--- src/rtl/c2u_pkg.sv ---
// c2u_pkg: shared types, constants and the 0x80..0x9F code point table
// for the Windows-1252 to UTF-8 transcoder. No dependencies.
`timescale 1ns / 1ps
`default_nettype none

package c2u_pkg;

  // Widest code point the table yields is U+2122, so 14 bits suffice
  localparam int unsigned CP_W = 14;

  // UTF-8 framing bytes
  localparam logic [7:0] LEAD2 = 8'hC0;
  localparam logic [7:0] LEAD3 = 8'hE0;
  localparam logic [7:0] CONT  = 8'h80;

  // Windows-1252 window that needs the table
  localparam logic [2:0] C1_TOP = 3'b100;

  // Bytes left to send after the current one
  localparam logic [1:0] REM_ONE   = 2'd0;
  localparam logic [1:0] REM_TWO   = 2'd1;
  localparam logic [1:0] REM_THREE = 2'd2;

  // Code point with end-of-text mark
  typedef struct packed {
    logic [CP_W-1:0] cp;
    logic            eot;
  } cp_item_t;

  // Encoded character, b0 goes out first
  typedef struct packed {
    logic [7:0] b0;
    logic [7:0] b1;
    logic [7:0] b2;
    logic [1:0] rem;
    logic       eot;
  } enc_item_t;

  // Code points for bytes 0x80..0x9F; unassigned slots keep their C1 value
  function automatic logic [CP_W-1:0] high_map(input logic [4:0] idx);
    logic [CP_W-1:0] cp;
    case (idx)
      5'd0:  cp = 14'h20AC;
      5'd1:  cp = 14'h0081;
      5'd2:  cp = 14'h201A;
      5'd3:  cp = 14'h0192;
      5'd4:  cp = 14'h201E;
      5'd5:  cp = 14'h2026;
      5'd6:  cp = 14'h2020;
      5'd7:  cp = 14'h2021;
      5'd8:  cp = 14'h02C6;
      5'd9:  cp = 14'h2030;
      5'd10: cp = 14'h0160;
      5'd11: cp = 14'h2039;
      5'd12: cp = 14'h0152;
      5'd13: cp = 14'h008D;
      5'd14: cp = 14'h017D;
      5'd15: cp = 14'h008F;
      5'd16: cp = 14'h0090;
      5'd17: cp = 14'h2018;
      5'd18: cp = 14'h2019;
      5'd19: cp = 14'h201C;
      5'd20: cp = 14'h201D;
      5'd21: cp = 14'h2022;
      5'd22: cp = 14'h2013;
      5'd23: cp = 14'h2014;
      5'd24: cp = 14'h02DC;
      5'd25: cp = 14'h2122;
      5'd26: cp = 14'h0161;
      5'd27: cp = 14'h203A;
      5'd28: cp = 14'h0153;
      5'd29: cp = 14'h009D;
      5'd30: cp = 14'h017E;
      5'd31: cp = 14'h0178;
      default: cp = 14'h0000;
    endcase
    return cp;
  endfunction

endpackage

`default_nettype wire

--- src/rtl/cp1252_to_utf8_transcoder_top.sv ---
// Top level of the Windows-1252 to UTF-8 transcoder.
// Depends on c2u_pkg, c2u_map, c2u_enc and c2u_ser.
`timescale 1ns / 1ps
`default_nettype none

// Takes one Windows-1252 byte per input item and returns its UTF-8 bytes,
// one per output item, in order: one byte for 0x00..0x7F, two for 0xA0..0xFF
// and for the table entries below U+0800, three for the rest of 0x80..0x9F.
// out_tuser marks the last UTF-8 byte of a character and out_tlast rides on
// that byte when the input item carried in_tlast. The block holds no state
// beyond its pipeline and needs no setup after reset. Four register stages
// (input, code point lookup, encode, output) carry each item to the output,
// where the output register presents its first byte. A new item can be
// taken every cycle while the pipeline has room; sustained input is limited
// by the one-byte-wide output serializer, which needs one output handshake
// for each UTF-8 byte that an item yields.
module cp1252_to_utf8_transcoder_top (
  input  wire logic       clk,
  input  wire logic       rst_n,
  input  wire logic       in_tvalid,
  output      logic       in_tready,
  input  wire logic [7:0] in_tdata,   // [7:0] in_byte
  input  wire logic       in_tlast,   // end_of_text
  output      logic       out_tvalid,
  input  wire logic       out_tready,
  output      logic [7:0] out_tdata,  // [7:0] out_byte
  output      logic       out_tuser,  // [0] last_of_char
  output      logic       out_tlast   // text_done
);

  logic               map_valid;
  logic               map_ready;
  c2u_pkg::cp_item_t  map_item;
  logic               enc_valid;
  logic               enc_ready;
  c2u_pkg::enc_item_t enc_item;

  // Input register and table lookup
  c2u_map u_map (
    .clk      (clk),
    .rst_n    (rst_n),
    .in_valid (in_tvalid),
    .in_ready (in_tready),
    .in_byte  (in_tdata),
    .in_eot   (in_tlast),
    .dn_valid (map_valid),
    .dn_ready (map_ready),
    .dn_item  (map_item)
  );

  // Byte split
  c2u_enc u_enc (
    .clk      (clk),
    .rst_n    (rst_n),
    .up_valid (map_valid),
    .up_ready (map_ready),
    .up_item  (map_item),
    .dn_valid (enc_valid),
    .dn_ready (enc_ready),
    .dn_item  (enc_item)
  );

  // Byte-at-a-time output
  c2u_ser u_ser (
    .clk           (clk),
    .rst_n         (rst_n),
    .up_valid      (enc_valid),
    .up_ready      (enc_ready),
    .up_item       (enc_item),
    .out_valid     (out_tvalid),
    .out_ready     (out_tready),
    .out_byte      (out_tdata),
    .out_last_char (out_tuser),
    .out_done      (out_tlast)
  );

endmodule

`default_nettype wire

--- src/rtl/c2u_map.sv ---
// c2u_map: input register stage and code point lookup stage.
// Depends on c2u_pkg.
`timescale 1ns / 1ps
`default_nettype none

module c2u_map (
  input  wire logic              clk,
  input  wire logic              rst_n,
  input  wire logic              in_valid,
  output      logic              in_ready,
  input  wire logic [7:0]        in_byte,
  input  wire logic              in_eot,
  output      logic              dn_valid,
  input  wire logic              dn_ready,
  output      c2u_pkg::cp_item_t dn_item
);

  logic              s1_valid_r;
  logic [7:0]        s1_byte_r;
  logic              s1_eot_r;
  logic              s2_valid_r;
  c2u_pkg::cp_item_t s2_item_r;
  c2u_pkg::cp_item_t s2_item_nxt;
  logic              s1_ready;
  logic              s2_ready;

  // Stage can load when empty or when its content moves on
  assign s2_ready = !s2_valid_r || dn_ready;
  assign s1_ready = !s1_valid_r || s2_ready;
  assign in_ready = s1_ready;

  // Table only for the 0x80..0x9F window, else code point equals the byte
  always_comb begin
    s2_item_nxt.eot = s1_eot_r;
    if (s1_byte_r[7:5] == c2u_pkg::C1_TOP) begin
      s2_item_nxt.cp = c2u_pkg::high_map(s1_byte_r[4:0]);
    end else begin
      s2_item_nxt.cp = {{(c2u_pkg::CP_W-8){1'b0}}, s1_byte_r};
    end
  end

  // Valid bits
  always_ff @(posedge clk) begin
    if (!rst_n) begin
      s1_valid_r <= 1'b0;
      s2_valid_r <= 1'b0;
    end else begin
      if (s1_ready) s1_valid_r <= in_valid;
      if (s2_ready) s2_valid_r <= s1_valid_r;
    end
  end

  // Payload
  always_ff @(posedge clk) begin
    if (s1_ready && in_valid) begin
      s1_byte_r <= in_byte;
      s1_eot_r  <= in_eot;
    end
    if (s2_ready && s1_valid_r) begin
      s2_item_r <= s2_item_nxt;
    end
  end

  assign dn_valid = s2_valid_r;
  assign dn_item  = s2_item_r;

endmodule

`default_nettype wire

--- src/rtl/c2u_enc.sv ---
// c2u_enc: UTF-8 encode stage, code point to one, two or three bytes.
// Depends on c2u_pkg.
`timescale 1ns / 1ps
`default_nettype none

module c2u_enc (
  input  wire logic               clk,
  input  wire logic               rst_n,
  input  wire logic               up_valid,
  output      logic               up_ready,
  input  wire c2u_pkg::cp_item_t  up_item,
  output      logic               dn_valid,
  input  wire logic               dn_ready,
  output      c2u_pkg::enc_item_t dn_item
);

  logic               valid_r;
  c2u_pkg::enc_item_t item_r;
  c2u_pkg::enc_item_t item_nxt;
  logic [c2u_pkg::CP_W-1:0] cp;

  assign cp       = up_item.cp;
  assign up_ready = !valid_r || dn_ready;

  // Byte split by code point range
  always_comb begin
    item_nxt.eot = up_item.eot;
    item_nxt.b2  = c2u_pkg::CONT | {2'b00, cp[5:0]};
    if (cp[13:7] == 7'd0) begin
      // ASCII passes as one byte
      item_nxt.b0  = {1'b0, cp[6:0]};
      item_nxt.b1  = c2u_pkg::CONT;
      item_nxt.rem = c2u_pkg::REM_ONE;
    end else if (cp[13:11] == 3'd0) begin
      item_nxt.b0  = c2u_pkg::LEAD2 | {3'b000, cp[10:6]};
      item_nxt.b1  = c2u_pkg::CONT | {2'b00, cp[5:0]};
      item_nxt.rem = c2u_pkg::REM_TWO;
    end else begin
      item_nxt.b0  = c2u_pkg::LEAD3 | {6'b000000, cp[13:12]};
      item_nxt.b1  = c2u_pkg::CONT | {2'b00, cp[11:6]};
      item_nxt.rem = c2u_pkg::REM_THREE;
    end
  end

  always_ff @(posedge clk) begin
    if (!rst_n) begin
      valid_r <= 1'b0;
    end else if (up_ready) begin
      valid_r <= up_valid;
    end
  end

  always_ff @(posedge clk) begin
    if (up_ready && up_valid) begin
      item_r <= item_nxt;
    end
  end

  assign dn_valid = valid_r;
  assign dn_item  = item_r;

endmodule

`default_nettype wire

--- src/rtl/c2u_ser.sv ---
// c2u_ser: output register that sends an encoded character one byte per
// handshake. Depends on c2u_pkg.
`timescale 1ns / 1ps
`default_nettype none

module c2u_ser (
  input  wire logic               clk,
  input  wire logic               rst_n,
  input  wire logic               up_valid,
  output      logic               up_ready,
  input  wire c2u_pkg::enc_item_t up_item,
  output      logic               out_valid,
  input  wire logic               out_ready,
  output      logic [7:0]         out_byte,
  output      logic               out_last_char,
  output      logic               out_done
);

  logic       valid_r;
  logic [7:0] b0_r;
  logic [7:0] b1_r;
  logic [7:0] b2_r;
  logic [1:0] rem_r;
  logic       eot_r;
  logic       last_byte;
  logic       take;

  assign last_byte = (rem_r == c2u_pkg::REM_ONE);
  assign take      = valid_r && out_ready;
  // Next item loads as the final byte of this one leaves
  assign up_ready  = !valid_r || (out_ready && last_byte);

  always_ff @(posedge clk) begin
    if (!rst_n) begin
      valid_r <= 1'b0;
    end else if (up_ready) begin
      valid_r <= up_valid;
    end
  end

  // Load a new character, or shift to the next byte
  always_ff @(posedge clk) begin
    if (up_ready && up_valid) begin
      b0_r  <= up_item.b0;
      b1_r  <= up_item.b1;
      b2_r  <= up_item.b2;
      rem_r <= up_item.rem;
      eot_r <= up_item.eot;
    end else if (take && !last_byte) begin
      b0_r  <= b1_r;
      b1_r  <= b2_r;
      rem_r <= rem_r - 2'd1;
    end
  end

  assign out_valid     = valid_r;
  assign out_byte      = b0_r;
  assign out_last_char = last_byte;
  assign out_done      = last_byte && eot_r;

endmodule

`default_nettype wire

--- config.mk ---
export PLATFORM = sky130hd
export DESIGN_NAME = cp1252_to_utf8_transcoder_top
export DESIGN_NICKNAME = d
export VERILOG_FILES = /design/src/rtl/c2u_pkg.sv /design/src/rtl/cp1252_to_utf8_transcoder_top.sv /design/src/rtl/c2u_map.sv /design/src/rtl/c2u_enc.sv /design/src/rtl/c2u_ser.sv
export SDC_FILE = /design/constraint.sdc
export NUM_CORES = 1
export LEC_CHECK = 0
export ABC_AREA = 0
export BUFFER_PORTS_ARGS = -buffer_cell sky130_fd_sc_hd__buf_4
export CAP_MARGIN = 30
export CORE_ASPECT_RATIO = 1.5
export CORE_UTILIZATION = 55
export DETAILED_ROUTE_END_ITERATION = 16
export HOLD_SLACK_MARGIN = 0.08
export PLACE_DENSITY = 0.75
export SYNTH_ARGS = -nofsm -noshare
export SYNTH_HDL_FRONTEND = slang
export SYNTH_SLANG_ARGS = --single-unit
--- constraint.sdc ---
create_clock -name clk -period 6 [get_ports clk]
set_input_delay 1.2 -clock clk [delete_from_list [all_inputs] [get_ports clk]]
set_output_delay 1.2 -clock clk [all_outputs]
set_load 0.02 [all_outputs]
# After elaboration in Yosys (flattened, before gate mapping)

Memories as Yosys holds them, arrays and structs flattened. A register that Yosys moved wholly into a read port is not among the register bits.
Index checks and enable logic that the tools add are counted.
Widths: inputs -> output; s select.

Memory bits (read-only): 352
Flip-flop bits (word level): 78
Memories kept: 1
Input port bits: 13
Logic and storage cells: 55

Memories:

| memory          | depth | bits a word | read ports | clocked after memory_dff | wr ports | RTL line      | RTL |
|---|---|---|---|---|---|---|---|
| (no name shown) | 32    | 11          | 1          | 1                        | 0        | c2u_pkg.sv:42 | `case (idx)` |

Equal/unequal tests: 1
Mux-type cells: 11
Reductions and logical operators: 21
$add $sub $neg: 1

Operators by type and width:

| kind                | number |
|---|---|
| $mux 8              | 5 |
| $mux 15             | 1 |
| $mux 14             | 1 |
| $logic_and 1x1->1   | 8 |
| $logic_not 7->1     | 1 |
| $mux 2              | 3 |
| $logic_not 1->1     | 5 |
| $mux 5              | 1 |
| $logic_or 1x1->1    | 4 |
| $eq 3x3->1 const B  | 1 |
| $logic_not 3->1     | 1 |
| $logic_not 2->1     | 1 |
| $reduce_bool 2->1   | 1 |
| $sub 2x1->2 const B | 1 |

# Depth between registers and ports, before layout

Word-level depth: 8
Mapped depth: 12
Depth with buffers taken out: 11

# Modules after synthesis

A second synthesis with hierarchy kept.

Cell total of the unflattened synthesis: 304
Area total of the unflattened synthesis: 4,040.1 µm²

By module, submodules not included:

| module  | area each (µm²) | cells each | times used |
|---|---|---|---|
| c2u_map | 1,895.6         | 179        | 1 |
| c2u_ser | 1,187.4         | 62         | 1 |
| c2u_enc | 957.2           | 63         | 1 |

# Worst setup path after synthesis

Ideal clock, no wire load.

Kind: input to register
Start: in out_tready
End: reg u_enc.item_r, in the netlist u_enc.dn_item[0] (enable)
Path slack: 2.439 ns
Cell stages on the path: 2
Path buffers: 0
Arrival time: 3.122 ns
Library setup time: 0.438 ns
Path through: a21boi_0 a21boi_0

Word-level cells in the longest chain between the ends: 4

Ends and longest elaborated chain:

| what                 | RTL line                            | RTL |
|---|---|---|
| start, declared      | cp1252_to_utf8_transcoder_top.sv:25 | `input wire logic out_tready,` |
| $logic_and 1x1->1    | c2u_ser.sv:31                       | `assign up_ready = !valid_r \|\| (out_ready && last_byte);` |
| $logic_or 1x1->1     | c2u_ser.sv:31                       |  |
| $logic_or 1x1->1     | c2u_enc.sv:23                       | `assign up_ready = !valid_r \|\| dn_ready;` |
| $logic_and 1x1->1    | c2u_enc.sv:54                       | `if (up_ready && up_valid) begin` |
| end signal, assigned | c2u_enc.sv:55                       | `item_r <= item_nxt;` |
| end, declared        | c2u_enc.sv:18                       | `c2u_pkg::enc_item_t item_r;` |

Every way passes these cells.
A chain may end at the register's enable or synchronous reset.

==> run summary <==
Io pins = 25
Final Skew = 0.00825 ns
Wire per inst = 16.2 um
Die Y = 102 um
Via density per instance = 5.76
Rel. slew slack = 0.551
Top delay family on crit path = compound AO/OA/AOI/OAI gates
Core Util, Final = 0.635
Total Power = 0.00117 W
Pin count of the biggest net entering global routing = 25
Synth Flop Type = edfxtp_1
Crit-path cells = buf_4, a21bo_4, o21ai_4, mux2_2, ha_1, nand2_1, o21ai_0, o21ai_1, o21ai_0, a222oi_1
RSZ-0062 raised after global routing = false
Worst Path Max Fanout = 24
First-pass GRT wire length = 11100 um
Slowest CP cell = o21ai_4
Port bufs = 24
CP Class = in -> reg
Layout area overhead = 12.0%
Setup TNS = 0 ns
Post-DP HPWL = 4900 um
Worst reg-to-reg path cell count = 11
Clk sinks = 82
Nets = 361
Total iterations of the first detailed-routing run = 5
Async SR Flop Fraction = 0
R2R setup slack = 2.81 ns
Synthesized area = 3680 um2
Final Max Tran Viols = 0
Startpoint Class = input pin
CTS Hold Bufs = 0
# rows = 36
DRT antenna net count = 0
Leakage Power = 1.60 nW
Grt ovf = 0
Hold Crit Class = reg -> reg
Worst skew pair latency = 0.35 ns
R2r startpoint = u_ser.rem_r[0]$_DFFE_PP_
TritonCTS buffer count = 9
Fmax = 287 MHz
Cells after Synth = 311
Worst VDD drop = 0.000120 V
Setup crit end kind = flop
CP Launch Point = out_tready
CP Data Arrival Time = 3.74 ns
GR Util met2 = 0.388
RePlAce Congestion = 0.995
Root Buffer Master = clkbuf_8
Routed wire length = 6790 um
Initial core utilization = 0.567
Post CTS Setup Buffer Count = 0
GR Util met1 = 0.224
Drt initial violations = 169
Maximum Capacitance Violations = 0
Diode count = 0
Commonest non-fill, non-tap cell in the layout = edfxtp_1
Syn. warnings = 0
Clk slew on worst S/H paths = 0.08 ns
Post_cts resized = 0
Placeable Area = 6490 um2
Tmin final = 3.49 ns
Mapped Avg Cell Area = 11.8 um2
Hold Path Cell Cnt = 0
Outcome = finished, final reports clean
Synth unique cells = 52
Share of cells above drive strength 1 = 0.186
Hold Vio Cnt, Final = 0
Synthesis-stage register bit count = 82
Syn Nets = 332
CP peak stage delay = 0.55 ns
Critical Path RT = 6.25 ns
Setup-failing EPs final = 0
Vias in the first global route = 2361
Met3 Use GR = 0.0681
Crit path depth = 10
Power Density = 284 nW/um2
Initial antenna violation count = 0
Crit path top cell by count = o21ai_0
Number of synthesized flops with an enable pin = 67
H-tree levels = 3
Sequential area share after synthesis = 0.629
Gr usage total = 0.224
Worst Tran Pin Value = 0.668 ns
CTS tree = built
Post-route DRC = 0
Area of the die = 7020 um2
CTS Buffer Depth = 2
Busiest grt layer = met2
Vias = 2418
Crit path buffers/inverters = 1
Fin crit share = 0.581
Most frequent cells in the layout = edfxtp_1 (67), nand2_1 (64), buf_4 (29), inv_1 (17), nor2_1 (17)
Die W = 68.8 um
how the worst min path moves through the flow:
stage	slack, ns	to	from
finish	0.42	u_ser.b2_r[4]$_DFFE_PP_	u_enc.dn_item[7]$_DFFE_PP_
global route	0.42	u_ser.b2_r[4]$_DFFE_PP_	u_enc.dn_item[7]$_DFFE_PP_
CTS	0.43	u_ser.b2_r[0]$_DFFE_PP_	u_enc.dn_item[3]$_DFFE_PP_
detailed placement	0.41	u_ser.b2_r[5]$_DFFE_PP_	u_enc.dn_item[8]$_DFFE_PP_
global placement	0.40	u_ser.b2_r[5]$_DFFE_PP_	u_enc.dn_item[8]$_DFFE_PP_
floorplan	0.40	u_enc.dn_item[0]$_DFFE_PP_	u_map.dn_item[0]$_DFFE_PP_
Yosys cell counts, types with 3 or more instances:
| cell type | instances | area, um2 |
|---|---|---|
| nor2_1 | 17 | 63.8 |
| o22ai_1 | 3 | 18.8 |
| buf_6 | 3 | 33.8 |
| nand3_1 | 6 | 30.0 |
| a21o_1 | 4 | 30.0 |
| ha_1 | 8 | 100 |
| a21boi_0 | 4 | 30.0 |
| mux2_2 | 8 | 90.1 |
| dfxtp_1 | 15 | 300 |
| nand2_1 | 64 | 240 |
| o21ai_0 | 14 | 70.1 |
| mux2i_1 | 6 | 60.1 |
| inv_1 | 17 | 63.8 |
| a211oi_1 | 3 | 22.5 |
| clkbuf_1 | 6 | 22.5 |
| edfxtp_1 | 67 | 2010 |
| nor3b_1 | 4 | 30.0 |
| a31oi_1 | 3 | 18.8 |
| buf_2 | 3 | 15.0 |
| and2_1 | 7 | 43.8 |
| a21oi_1 | 13 | 65.1 |
layout make-up:
cell class	instances	area, um2
clock buffer	9	124
multi-input combinational	199	1230
fill	507	2370
sequential	82	2310
clock inverter	6	58.8
tap	76	95.1
inverter	18	70.1
timing repair buffer	30	233
stage by stage:
stage	cell area [um2]	instances	hold WS (ns)	worst slack (ns)
floorplan	3680	311	0.400	2.44
global placement	3920	404	0.401	2.23
detailed placement	3940	405	0.409	2.19
CTS	4120	420	0.426	2.54
global route	4120	420	0.424	2.40
finish	4120	420	0.419	2.51
logic make-up after synthesis:
family                     count (synthesis)  share of synthesized area
buffers and inverters                     30                     0.0384
muxes                                     15                     0.0449
DFF                                       82                      0.629
and+or+nand+nor                          111                      0.134
AOI/OAI and AO/OA                         65                      0.127
adders and majority gates                  8                     0.0272
power breakdown:
group          internal [W]  leakage, nW  total, W  switching (W)
sequential         0.000650        0.756  0.000668      0.0000175
clock              0.000187       0.0885  0.000371       0.000184
combinational     0.0000534        0.757  0.000132      0.0000784
total              0.000890         1.60   0.00117       0.000280
layer usage:
layer	part of all wire	routed length (um)
met5	0	0
met4	0.043	294
met3	0.037	252
met2	0.53	3620
met1	0.39	2620
No activity file was read; power rests on OpenSTA's default activity.
